### src/sv/ttp_pkg.sv
// ttp_pkg: types, character codes and constant tables for the time text parser
// no dependencies; used by time_text_parser

package ttp_pkg;

   // parser phase
   typedef enum logic [3:0] {
      PH_SIGN  = 4'd0,
      PH_SIGN2 = 4'd1,
      PH_HOUR  = 4'd2,
      PH_MIN   = 4'd3,
      PH_SEC   = 4'd4,
      PH_FRAC  = 4'd5,
      PH_MER_A = 4'd6,
      PH_MER_P = 4'd7,
      PH_DONE  = 4'd8,
      PH_TRAIL = 4'd9
   } phase_type;

   typedef enum logic [1:0] {
      MER_NONE = 2'd0,
      MER_AM   = 2'd1,
      MER_PM   = 2'd2
   } meridian_type;

   localparam logic [7:0] CH_PLUS  = 8'h2B;
   localparam logic [7:0] CH_MINUS = 8'h2D;
   localparam logic [7:0] CH_COLON = 8'h3A;
   localparam logic [7:0] CH_DOT   = 8'h2E;
   localparam logic [7:0] CH_COMMA = 8'h2C;
   localparam logic [7:0] CH_ZERO  = 8'h30;
   localparam logic [7:0] CH_FIVE  = 8'h35;
   localparam logic [7:0] CH_NINE  = 8'h39;
   localparam logic [7:0] CH_UC_A  = 8'h41;
   localparam logic [7:0] CH_LC_A  = 8'h61;
   localparam logic [7:0] CH_UC_P  = 8'h50;
   localparam logic [7:0] CH_LC_P  = 8'h70;
   localparam logic [7:0] CH_UC_M  = 8'h4D;
   localparam logic [7:0] CH_LC_M  = 8'h6D;

   localparam logic [34:0] FIELD_MAX       = 35'h07FFFFFFF;
   localparam logic [62:0] TOTAL_MAX       = '1;
   localparam logic [29:0] NS_PER_SEC      = 30'd1000000000;
   localparam logic [21:0] HOUR_LIMIT_INIT = 22'd2562047;
   localparam logic [21:0] MERIDIAN_HOURS  = 22'd12;
   localparam logic [3:0]  SCALE_DIGITS    = 4'd9;

   // register addresses (word index)
   localparam logic CSR_HOUR_LIMIT = 1'b0;

   typedef struct packed {
      logic [7:0] char_code;
      logic       is_last;
   } req_data_type;

   typedef struct packed {
      logic               ok;
      logic signed [63:0] nanoseconds;
      logic               trailing_ignored;
   } rsp_data_type;

   typedef struct packed {
      phase_type    phase;
      logic         negative;
      logic [30:0]  hour_field;
      logic [30:0]  minute_field;
      logic [30:0]  second_field;
      logic [29:0]  fraction_field;
      logic [3:0]   fraction_digits;
      logic [3:0]   field_seen;
      meridian_type meridian;
      logic         failed;
   } parse_state_type;

   localparam parse_state_type PARSE_CLEAR = '{
      phase: PH_SIGN, negative: 1'b0, hour_field: '0, minute_field: '0,
      second_field: '0, fraction_field: '0, fraction_digits: '0,
      field_seen: '0, meridian: MER_NONE, failed: 1'b0};

   // finish pipeline stages
   typedef struct packed {
      logic        bad;
      logic        hour_mode;
      logic [31:0] minutes;
      logic [30:0] seconds;
      logic [29:0] fraction;
      logic        negative;
      logic        trailing;
   } stage2_type;

   typedef struct packed {
      logic        bad;
      logic [37:0] whole;
      logic [29:0] fraction;
      logic        negative;
      logic        trailing;
   } stage3_type;

   typedef struct packed {
      logic        bad;
      logic [61:0] prod_lo;
      logic [35:0] prod_hi;
      logic [29:0] fraction;
      logic        negative;
      logic        trailing;
   } stage4_type;

   typedef struct packed {
      logic        good;
      logic [62:0] magnitude;
      logic        negative;
      logic        trailing;
   } stage5_type;

   function automatic logic is_digit(input logic [7:0] c);
      return (c >= CH_ZERO) && (c <= CH_NINE);
   endfunction

   function automatic logic is_sign(input logic [7:0] c);
      return (c == CH_PLUS) || (c == CH_MINUS);
   endfunction

   // f * 10 + d, wide enough to see an overflow past 31 bits
   function automatic logic [34:0] times_ten_plus(input logic [30:0] f, input logic [3:0] d);
      return {1'b0, f, 3'b000} + {3'b000, f, 1'b0} + {31'd0, d};
   endfunction

   function automatic phase_type after_time(input logic [7:0] c);
      phase_type p;
      if (c == CH_UC_A || c == CH_LC_A) p = PH_MER_A;
      else if (c == CH_UC_P || c == CH_LC_P) p = PH_MER_P;
      else p = PH_TRAIL;
      return p;
   endfunction

   function automatic logic [29:0] pow10(input logic [3:0] idx);
      logic [29:0] v;
      case (idx)
         4'd0: v = 30'd1;
         4'd1: v = 30'd10;
         4'd2: v = 30'd100;
         4'd3: v = 30'd1000;
         4'd4: v = 30'd10000;
         4'd5: v = 30'd100000;
         4'd6: v = 30'd1000000;
         4'd7: v = 30'd10000000;
         4'd8: v = 30'd100000000;
         4'd9: v = 30'd1000000000;
         default: v = 30'd1;
      endcase
      return v;
   endfunction

endpackage

### src/sv/time_text_parser.sv
// time_text_parser: byte-wise parser for [+|-]H:MM[:SS[.frac]] [AM|PM] and M:SS.frac text
// depends on ttp_pkg for payload structs, phase codes and constant tables
//
// Usage
//   req channel: one text byte per transaction (char_code, is_last). A byte is
//   taken in every cycle that the finish pipeline can move, so text streams at
//   one byte per clock.
//   rsp channel: one transaction per string, issued for the byte marked last:
//   ok, signed nanosecond count and a flag for ignored trailing bytes.
//   Pipeline: after the last byte is accepted the result passes the snapshot
//   register, four finish stages (checks, scale to seconds, split 38 x 30 bit
//   multiply by 1e9, range check), then the output register.
//   Throughput: one byte per cycle, one result per cycle when strings are one
//   byte long, while rsp_ready does not stall the pipeline.
//   Stall: while rsp_ready is low the pipeline closes its bubbles; req_ready drops
//   only once the snapshot, every finish stage and the output register hold results.
//   Reset: parser state clears to "sign expected", all pipeline stages empty, hour_limit
//   returns to 2562047. Configuration: APB register hour_limit at byte address 0,
//   to be written by the user only while idle; the block does not enforce this.

module time_text_parser #(
   parameter int FRACTION_DIGITS = 9
) (
   input  logic                  clock,
   input  logic                  reset,

   input  logic                  req_valid,
   output logic                  req_ready,
   input  ttp_pkg::req_data_type req_data,

   output logic                  rsp_valid,
   input  logic                  rsp_ready,
   output ttp_pkg::rsp_data_type rsp_data,

   input  logic                  psel,
   input  logic                  penable,
   input  logic                  pwrite,
   input  logic [2:0]            paddr,
   input  logic [31:0]           pwdata,
   output logic [31:0]           prdata,
   output logic                  pready
);

   localparam logic [3:0] FRAC_KEEP = 4'(FRACTION_DIGITS);

   logic [21:0]               hour_limit_ff;
   ttp_pkg::parse_state_type  parse_ff, parse_in, parse_next;
   ttp_pkg::parse_state_type  s1_ff;
   ttp_pkg::stage2_type       s2_ff, s2_in;
   ttp_pkg::stage3_type       s3_ff, s3_in;
   ttp_pkg::stage4_type       s4_ff, s4_in;
   ttp_pkg::stage5_type       s5_ff, s5_in;
   ttp_pkg::rsp_data_type     rsp_data_ff, rsp_data_in;
   logic [5:0]                pipe_valid_ff, pipe_valid_in;
   logic [5:0]                stage_load;
   logic                      req_accept;
   logic                      csr_write;

   // ---------------- configuration ----------------
   assign pready    = 1'b1;
   assign csr_write = psel && penable && pwrite && pready && (paddr[2] == ttp_pkg::CSR_HOUR_LIMIT);
   assign prdata    = (paddr[2] == ttp_pkg::CSR_HOUR_LIMIT) ? {10'd0, hour_limit_ff} : 32'd0;

   always_ff @(posedge clock) begin
      if (reset) begin
         hour_limit_ff <= ttp_pkg::HOUR_LIMIT_INIT;
      end else if (csr_write) begin
         hour_limit_ff <= pwdata[21:0];
      end
   end

   // ---------------- pipeline flow ----------------
   // a stage can take new data when it is empty or its content moves on
   always_comb begin
      stage_load[5] = !pipe_valid_ff[5] || rsp_ready;
      for (int i = 4; i >= 0; i--) begin
         stage_load[i] = !pipe_valid_ff[i] || stage_load[i+1];
      end
   end

   assign req_ready  = stage_load[0];
   assign req_accept = req_valid && req_ready;

   always_comb begin
      pipe_valid_in[0] = stage_load[0] ? (req_accept && req_data.is_last) : pipe_valid_ff[0];
      for (int i = 1; i < 6; i++) begin
         pipe_valid_in[i] = stage_load[i] ? pipe_valid_ff[i-1] : pipe_valid_ff[i];
      end
   end

   always_ff @(posedge clock) begin
      if (reset) begin
         pipe_valid_ff <= '0;
      end else begin
         pipe_valid_ff <= pipe_valid_in;
      end
   end

   // ---------------- byte parser ----------------
   always_comb begin
      logic        skip;
      logic        digit;
      logic [7:0]  c;
      logic [3:0]  dval;
      logic [34:0] grown;
      parse_next = parse_ff;
      skip       = 1'b0;
      c          = req_data.char_code;
      digit      = ttp_pkg::is_digit(c);
      dval       = c[3:0];
      grown      = '0;
      if (!parse_ff.failed) begin
         if (parse_next.phase == ttp_pkg::PH_SIGN) begin
            if (ttp_pkg::is_sign(c)) begin
               parse_next.negative = (c == ttp_pkg::CH_MINUS);
               parse_next.phase    = ttp_pkg::PH_SIGN2;
               skip                = 1'b1;
            end else begin
               parse_next.phase = ttp_pkg::PH_HOUR;
            end
         end else if (parse_next.phase == ttp_pkg::PH_SIGN2) begin
            if (ttp_pkg::is_sign(c)) begin
               parse_next.failed = 1'b1;
               skip              = 1'b1;
            end else begin
               parse_next.phase = ttp_pkg::PH_HOUR;
            end
         end
         if (!skip) begin
            case (parse_next.phase)
               ttp_pkg::PH_HOUR: begin
                  if (digit) begin
                     grown = ttp_pkg::times_ten_plus(parse_next.hour_field, dval);
                     if (grown > ttp_pkg::FIELD_MAX) parse_next.failed = 1'b1;
                     else parse_next.hour_field = grown[30:0];
                     parse_next.field_seen[0] = 1'b1;
                  end else if (c == ttp_pkg::CH_COLON) begin
                     if (parse_next.hour_field > {9'd0, hour_limit_ff}) parse_next.failed = 1'b1;
                     parse_next.phase = ttp_pkg::PH_MIN;
                  end else begin
                     parse_next.failed = 1'b1;
                  end
               end
               ttp_pkg::PH_MIN: begin
                  if (digit) begin
                     grown = ttp_pkg::times_ten_plus(parse_next.minute_field, dval);
                     if (grown > ttp_pkg::FIELD_MAX) parse_next.failed = 1'b1;
                     else parse_next.minute_field = grown[30:0];
                     parse_next.field_seen[1] = 1'b1;
                  end else if (!parse_next.field_seen[1]) begin
                     parse_next.failed = 1'b1;
                  end else if (c == ttp_pkg::CH_COLON) begin
                     parse_next.phase         = ttp_pkg::PH_SEC;
                     parse_next.field_seen[2] = 1'b1;
                  end else if (c == ttp_pkg::CH_DOT || c == ttp_pkg::CH_COMMA) begin
                     parse_next.phase = ttp_pkg::PH_FRAC;
                  end else begin
                     parse_next.phase = ttp_pkg::after_time(c);
                  end
               end
               ttp_pkg::PH_SEC: begin
                  if (digit) begin
                     grown = ttp_pkg::times_ten_plus(parse_next.second_field, dval);
                     if (grown > ttp_pkg::FIELD_MAX) parse_next.failed = 1'b1;
                     else parse_next.second_field = grown[30:0];
                     parse_next.field_seen[3] = 1'b1;
                  end else if (!parse_next.field_seen[3]) begin
                     parse_next.failed = 1'b1;
                  end else if (c == ttp_pkg::CH_DOT || c == ttp_pkg::CH_COMMA) begin
                     parse_next.phase = ttp_pkg::PH_FRAC;
                  end else begin
                     parse_next.phase = ttp_pkg::after_time(c);
                  end
               end
               ttp_pkg::PH_FRAC: begin
                  if (digit) begin
                     if (parse_next.fraction_digits < FRAC_KEEP) begin
                        grown = ttp_pkg::times_ten_plus({1'b0, parse_next.fraction_field}, dval);
                        parse_next.fraction_field  = grown[29:0];
                        parse_next.fraction_digits = parse_next.fraction_digits + 4'd1;
                     end else if (parse_next.fraction_digits == FRAC_KEEP) begin
                        // first digit past the kept ones rounds half up
                        if (c >= ttp_pkg::CH_FIVE) begin
                           parse_next.fraction_field = parse_next.fraction_field + 30'd1;
                        end
                        parse_next.fraction_digits = parse_next.fraction_digits + 4'd1;
                     end
                  end else begin
                     parse_next.phase = ttp_pkg::after_time(c);
                  end
               end
               ttp_pkg::PH_MER_A, ttp_pkg::PH_MER_P: begin
                  if (c == ttp_pkg::CH_UC_M || c == ttp_pkg::CH_LC_M) begin
                     parse_next.meridian = (parse_next.phase == ttp_pkg::PH_MER_A) ?
                                           ttp_pkg::MER_AM : ttp_pkg::MER_PM;
                     parse_next.phase    = ttp_pkg::PH_DONE;
                  end else begin
                     parse_next.phase = ttp_pkg::PH_TRAIL;
                  end
               end
               default: begin
                  parse_next.phase = ttp_pkg::PH_TRAIL;
               end
            endcase
         end
      end
   end

   always_comb begin
      parse_in = parse_ff;
      if (req_accept) begin
         parse_in = req_data.is_last ? ttp_pkg::PARSE_CLEAR : parse_next;
      end
   end

   always_ff @(posedge clock) begin
      if (reset) begin
         parse_ff <= ttp_pkg::PARSE_CLEAR;
      end else begin
         parse_ff <= parse_in;
      end
   end

   // stage 1: snapshot of the finished string
   always_ff @(posedge clock) begin
      if (stage_load[0]) begin
         s1_ff <= parse_next;
      end
   end

   // ---------------- stage 2: checks, meridian, hours to minutes ----------------
   always_comb begin
      logic [21:0] hr;
      logic [3:0]  kept;
      logic [59:0] frac_prod;
      s2_in.bad = s1_ff.failed ||
                  s1_ff.phase == ttp_pkg::PH_SIGN || s1_ff.phase == ttp_pkg::PH_SIGN2 ||
                  s1_ff.phase == ttp_pkg::PH_HOUR ||
                  (s1_ff.phase == ttp_pkg::PH_MIN && !s1_ff.field_seen[1]) ||
                  (s1_ff.phase == ttp_pkg::PH_SEC && !s1_ff.field_seen[3]);
      // no seconds and a nonzero fraction reads as M:SS.frac
      s2_in.hour_mode = s1_ff.field_seen[2] || (s1_ff.fraction_field == 30'd0);
      // the leading field passed the limit check, so it fits in 22 bits
      hr = s1_ff.hour_field[21:0];
      if (s1_ff.meridian != ttp_pkg::MER_NONE) begin
         if (s2_in.hour_mode) begin
            if (hr > ttp_pkg::MERIDIAN_HOURS) s2_in.bad = 1'b1;
            if (hr == ttp_pkg::MERIDIAN_HOURS) hr = 22'd0;
            if (s1_ff.meridian == ttp_pkg::MER_PM) hr = hr + ttp_pkg::MERIDIAN_HOURS;
         end else begin
            s2_in.bad = 1'b1;
         end
      end
      s2_in.minutes = 32'({hr, 6'b000000}) - 32'({hr, 2'b00}) + 32'(s1_ff.minute_field);
      kept = (s1_ff.fraction_digits > FRAC_KEEP) ? FRAC_KEEP : s1_ff.fraction_digits;
      frac_prod = 60'(s1_ff.fraction_field) *
                  60'(ttp_pkg::pow10(ttp_pkg::SCALE_DIGITS - kept));
      s2_in.fraction = frac_prod[29:0];
      s2_in.seconds  = s1_ff.second_field;
      s2_in.negative = s1_ff.negative;
      s2_in.trailing = s1_ff.phase == ttp_pkg::PH_TRAIL || s1_ff.phase == ttp_pkg::PH_MER_A ||
                       s1_ff.phase == ttp_pkg::PH_MER_P;
   end

   always_ff @(posedge clock) begin
      if (stage_load[1]) begin
         s2_ff <= s2_in;
      end
   end

   // ---------------- stage 3: whole units before the 1e9 scale ----------------
   always_comb begin
      s3_in.bad      = s2_ff.bad;
      s3_in.whole    = s2_ff.hour_mode ?
                       ({s2_ff.minutes, 6'b000000} - {4'd0, s2_ff.minutes, 2'b00} +
                        38'(s2_ff.seconds)) :
                       38'(s2_ff.minutes);
      s3_in.fraction = s2_ff.fraction;
      s3_in.negative = s2_ff.negative;
      s3_in.trailing = s2_ff.trailing;
   end

   always_ff @(posedge clock) begin
      if (stage_load[2]) begin
         s3_ff <= s3_in;
      end
   end

   // ---------------- stage 4: multiply by 1e9 in two parts ----------------
   always_comb begin
      s4_in.bad      = s3_ff.bad;
      s4_in.prod_lo  = 62'(s3_ff.whole[31:0]) * 62'(ttp_pkg::NS_PER_SEC);
      s4_in.prod_hi  = 36'(s3_ff.whole[37:32]) * 36'(ttp_pkg::NS_PER_SEC);
      s4_in.fraction = s3_ff.fraction;
      s4_in.negative = s3_ff.negative;
      s4_in.trailing = s3_ff.trailing;
   end

   always_ff @(posedge clock) begin
      if (stage_load[3]) begin
         s4_ff <= s4_in;
      end
   end

   // ---------------- stage 5: total and range check ----------------
   always_comb begin
      logic [68:0] total;
      total = {1'b0, s4_ff.prod_hi, 32'd0} + {7'd0, s4_ff.prod_lo} + {39'd0, s4_ff.fraction};
      s5_in.good      = !s4_ff.bad && (total <= {6'd0, ttp_pkg::TOTAL_MAX});
      s5_in.magnitude = total[62:0];
      s5_in.negative  = s4_ff.negative;
      s5_in.trailing  = s4_ff.trailing;
   end

   always_ff @(posedge clock) begin
      if (stage_load[4]) begin
         s5_ff <= s5_in;
      end
   end

   // ---------------- output register ----------------
   always_comb begin
      rsp_data_in.ok               = s5_ff.good;
      rsp_data_in.trailing_ignored = s5_ff.good && s5_ff.trailing;
      if (!s5_ff.good) begin
         rsp_data_in.nanoseconds = 64'sd0;
      end else if (s5_ff.negative) begin
         rsp_data_in.nanoseconds = 64'd0 - {1'b0, s5_ff.magnitude};
      end else begin
         rsp_data_in.nanoseconds = {1'b0, s5_ff.magnitude};
      end
   end

   always_ff @(posedge clock) begin
      if (stage_load[5]) begin
         rsp_data_ff <= rsp_data_in;
      end
   end

   assign rsp_valid = pipe_valid_ff[5];
   assign rsp_data  = rsp_data_ff;

   // ---------------- assertions ----------------
   a_clear_after_last: assert property (@(posedge clock) disable iff (reset)
      (req_valid && req_ready && req_data.is_last) |=>
      (parse_ff.phase == ttp_pkg::PH_SIGN && !parse_ff.failed))
      else $error("parser state not cleared after last byte");

   a_stall_only_when_full: assert property (@(posedge clock) disable iff (reset)
      !req_ready |-> (&pipe_valid_ff))
      else $error("input stalled with a free pipeline stage");

   a_hour_limit_write: assert property (@(posedge clock) disable iff (reset)
      (psel && penable && pwrite && pready && paddr[2] == ttp_pkg::CSR_HOUR_LIMIT) |=>
      (hour_limit_ff == $past(pwdata[21:0])))
      else $error("hour_limit write lost");

endmodule

### config.mk
export PLATFORM = sky130hd
export DESIGN_NAME = time_text_parser
export DESIGN_NICKNAME = d
export VERILOG_FILES = /design/src/sv/ttp_pkg.sv /design/src/sv/time_text_parser.sv
export SDC_FILE = /design/constraint.sdc
export NUM_CORES = 2
export LEC_CHECK = 0
export BUFFER_PORTS_ARGS = -buffer_cell sky130_fd_sc_hd__buf_2
export CAP_MARGIN = 20
export CORE_ASPECT_RATIO = 1.1
export CORE_UTILIZATION = 60
export DETAILED_ROUTE_END_ITERATION = 8
export PLACE_DENSITY = 0.77
export SLEW_MARGIN = 20
export SYNTH_ARGS = -nofsm -noshare
export SYNTH_HDL_FRONTEND = slang
export SYNTH_SLANG_ARGS = --single-unit
### constraint.sdc
create_clock -name clock -period 10.2 [get_ports clock]
set_clock_uncertainty 0.05 [all_clocks]
set_input_delay 1.02 -clock clock [delete_from_list [all_inputs] [get_ports clock]]
set_output_delay 1.02 -clock clock [all_outputs]
set_load 0.05 [all_outputs]
---- Word-level counts from Yosys, hierarchy flattened ----
Memory sizes are Yosys's and may differ from the RTL's.
Cells that the tools add are included.
storage, ports and cells
  flip-flop bits (word level) ............. 710
  memory bits (read-only) ................. 480
  bits of input ports ..................... 51
  output and inout port bits .............. 101
  logic and storage cells ................. 240
  memories kept ........................... 1
cells by class
  add/sub/neg operators ................... 19
  $mul .................................... 3
  order comparisons ....................... 11
  equal/unequal tests ..................... 28
  muxes and demuxes ....................... 79
  bitwise operators ....................... 1
  reduce and logical (&&, ||, !) cells .... 44
memory list
  memory           depth  width  rd ports  clocked after Yosys merged registers in  write ports  RTL line        source
  (no name shown)  16     30     1         0                                        0            ttp_pkg.sv:138  case (idx)
operators with widths
  cell                      count
  $mux W31                  9
  $mux W139                 2
  $mux W22                  7
  $mux W34                  4
  $mux W134                 1
  $add A34 B32 Y35          3
  $add A35 B4 Y35           3
  $gt A35 B31 Y1 const B    3
  $add A68 B62 Y69          1
  $add A69 B30 Y69          1
  $le A69 B63 Y1 const B    1
  $mux W4                   17
  $sub A1 B63 Y64 const A   1
  $mux W63                  1
  $mul A32 B21 Y53 const B  1
  $eq A8 B7 Y1 const B      6
  $eq A8 B6 Y1 const B      5
  $add A38 B31 Y38          1
  $sub A38 B34 Y38          1
  $add A32 B31 Y32          1
  $mux W32                  1
  $gt A31 B22 Y1            1
  $add A30 B1 Y30 const B   1
  $add A30 B30 Y30          1
  other kinds (32)          112

---- Longest topological paths before layout ----
  word-level depth ........................ 13
  depth in mapped cells ................... 37
  mapped depth without buffers ............ 36

---- Worst setup path before layout ----
Ideal clock, no wire load.
  kind .................................... reg2reg
  start ................................... reg s1_ff[10] (netlist name)
  end ..................................... reg s2_ff[31] (netlist name) (data pin)
  library setup time ...................... 0.259 ns
  data arrival time ....................... 8.691 ns
  required time ........................... 9.891 ns
  path slack .............................. 1.199 ns
  stages on the path, launching flop included .. 35
  path buffers ............................ 1
  clock period less this slack ............ 9.001 ns
  path through ............................ edfxtp_1 > nor2b_1 > inv_1 > ha_1 > xnor2_1 > nand2_1 > nor2_1 > clkbuf_1 > and2_1 > fa_1 > fa_1 > fa_1 > inv_1 > fa_1 > inv_1 > fa_1 > inv_1 > fa_1 > inv_1 > fa_1 > inv_1 > fa_1 > inv_1 > ha_1 > a21o_1 > a21o_1 > nor3_1 > o211ai_1 > a31oi_1 > a21oi_1 > or2_2 > a211oi_1 > o21bai_1 > a21oi_1 > xnor2_1
RTL lines
  element                   RTL line                 source
  start: declaration        time_text_parser.sv:48   ttp_pkg::parse_state_type s1_ff;
  start signal: assignment  time_text_parser.sv:227  s1_ff <= parse_next;
  end signal: assignment    time_text_parser.sv:267  s2_ff <= s2_in;
  end: declaration          time_text_parser.sv:49   ttp_pkg::stage2_type s2_ff, s2_in;

==> results_dict.tcl <==
set metrics [dict create \
    met3_wirelength_mm 9.395 \
    antenna_found_initial 7 \
    post_detailed_route_wirelength_per_cell_um 18.57 \
    grt_overflow_total 0 \
    synth.top_cell.area_share 0.2266 \
    worst_slew_margin_rel 0.2637 \
    drive_above_1_share 0.06535 \
    io_buffer_count 128 \
    cts_setup_buffers 0 \
    fin_nets 8893 \
    gp_congestion 0.9589 \
    clkLatencyLatePin_ns 0.70 \
    run_status "finished with violations" \
    first_pass_grt_wire_length_mm 271.1 \
    synthesis.area_per_instance_sq_um 9.986 \
    die_w_um 331.9 \
    drt-initial-drc-count 3248 \
    die_area_sq_mm 0.1211 \
    tightest_slew_ns 1.100 \
    grt_pass1_vias 53120 \
    initial_utilization 0.6073 \
    setup.worst_path.end_class "register" \
    clock_path_buffers 3 \
    htree_num_levels 3 \
    most_area_hungry_cell_type_in_the_yosys_netlist "edfxtp_1" \
    ys_top_cells_by_area "edfxtp_1 (23%), fa_1 (20%), ha_1 (15%), inv_1 (5.8%), dfxtp_1 (4.6%)" \
    ys_warn_count 0 \
    grt_max_degree 72 \
    critical_path.slowest_cell "edfxtp_1" \
    die_h_um 364.8 \
    post_synthesis_cell_count 7191 \
    wirelength_met1_mm 67.18 \
    highest-signal-layer "met4" \
    ys.flop_type "edfxtp_1" \
    asr_flop_ratio_synth 0 \
    globalRouteTotalUtil 0.2772 \
    crit_path_frequent_cell "fa_1" \
    setup_viol 0 \
    violations_in_the_final_reports "DRC" \
    maxCapViolations 0 \
    rsz_0062_raised_after_global_routing "no" \
    master_cell_of_the_clock_root_buffer "clkbuf_16" \
    crit_path_max_fanout 14 \
    worstPathArrival_ns 9.93 \
    finalWorstPathRequiredPeriod_ns 9.575 \
    holdCritPathClass "register to register" \
    dp_hpwl_mm 131.1 \
    io_pins 152 \
    cts_hold_buf 0 \
    wl_met2_mm 82.36 \
    worstSetupStartpointType "register" \
    finalHoldViolations 0 \
    clock_transition_at_path_regs_ns 0.06 \
    synth_sequential_area_ratio 0.2729 \
    synth.lib_cells_used.distinct 88 \
    yosys_register_bits 708 \
    cts_inserted_buffers 80 \
    detailed_routing_iteration_count_for_the_pre_antenna_repair_pass 9 \
    clock_sink_count 708 \
    final_max_slew_viol_count 0 \
    num_vias 51790 \
    tritoncts "done" \
    fin_crit_sh 0.9388 \
    post-route-drc-count 1 \
    post_cts.resized_instances 0 \
    area.growth.synth_to_final_pct 7.300 \
    num_rows 132 \
    synth.cell_area_sq_mm 0.07181 \
    cpPeakStageDelay_ns 0.57 \
    postRouteWirelength_mm 165.1 \
    via_per_inst 5.826 \
    synth-edff-count 542 \
    peak_freq_ghz 0.1044 \
    antenna_violating_nets_post_route 0 \
    timing.critical_path.required_ns 10.56 \
    crit_type "register to register" \
    setup_tns_ns 0 \
    core_region_area_sq_mm 0.1183 \
]
-- final cells by class --
| cell class | count | area, sq um |
|---|---|---|
| timing repair buffer | 202 | 1200 |
| sequential | 708 | 19600 |
| inverter | 1111 | 4173 |
| clock buffer | 92 | 2047 |
| multi-input combinational | 5174 | 47360 |
| tap | 1541 | 1928 |
| antenna | 3 | 7.507 |
| fill | 9166 | 41200 |
| clock inverter | 58 | 742.0 |
-- placed cells by master, fill, tap and decap left out, types with 52 or more instances in the layout --
cell type	instances
clkbuf_16	80
nor2b_1	52
a21oi_1	358
nand3_1	95
dfxtp_1	166
and3_1	93
buf_4	73
xor2_1	111
nand2_1	522
fa_1	727
nor3_1	89
ha_1	837
mux2_2	68
xnor2_1	320
o21ai_0	275
buf_2	128
nor2_1	334
and2_1	273
inv_1	1109
o21a_1	65
a21o_1	154
nand2b_1	63
edfxtp_1	542
-- through the flow --
step	instances	hold slack (ns)	setup slack (ns)	util	area, sq um
finish	8889	0.3595	0.6246	0.6516	77050
global route	8889	0.3683	0.09090	0.6516	77050
CTS	8885	0.3560	0.3080	0.6511	77000
detailed placement	8735	0.3545	0.3226	0.6275	74210
global placement	8735	0.3511	0.5026	0.6275	74210
floorplan	7200	0.3503	1.199	-	71850
-- synth_stat cells, drive strengths merged (41+ instances only) --
cell,number
a21oi,359
a21o,154
nand4,44
nor2b,53
and3,93
nand2,524
ha,838
o21a,65
nor2,337
dfxtp,166
mux2,68
a22o,47
edfxtp,542
nor3,91
o211ai,41
o31ai,44
nand2b,63
clkbuf,178
inv,1111
xor2,112
nand3,96
or3,41
xnor2,321
a31oi,41
fa,727
and2,274
o21ai,281
-- sequential cells by signal, indices dropped and copies added, names as in the netlist, 22 cells and up --
register,count
s4_ff,113
s1_ff,129
hour_limit_ff,22
rsp_data,66
s5_ff,65
parse_ff,138
s2_ff,97
s3_ff,71
-- worst max-delay path, delay by kind of cell, from the launching register on --
family,cells,cell delay (ns)
buf+inv,7,0.72
xor+xnor,2,0.34
flops,1,0.57
simple gates,6,1.30
fa+ha+maj,10,4.58
compound gates,8,1.74
-- routing by layer --
layer	vias up	global-route usage
met4	0	0.1006
met1	25320	0.3419
li1	24650	-
met5	-	0
met2	1478	0.4984
met3	348	0.03497
-- logic make-up after synthesis --
group | after synthesis | synth area share
AND/OR/NAND/NOR | 1736 | 0.1200
adder cells (fa/ha/maj) | 1565 | 0.3487
AO/OA/AOI/OAI | 1349 | 0.1235
buffers and inverters | 1318 | 0.06961
flip-flops | 708 | 0.2729
XOR/XNOR | 433 | 0.05281
multiplexers | 80 | 0.01234
other | 2 | 0.0001046
-- worst paths after layout --
path              from         to  slack [ns]  cells after the start
max reg2reg  s1_ff[10]  s2_ff[31]        0.62                     33
min reg2reg  s1_ff[61]  s2_ff[52]        0.36                      0
min          s1_ff[61]  s2_ff[52]        0.36                      0
max          s1_ff[10]  s2_ff[31]        0.62                     33
Power is not shown: default switching activity piles up to over one toggle a cycle in this logic, so the estimate is an artifact.
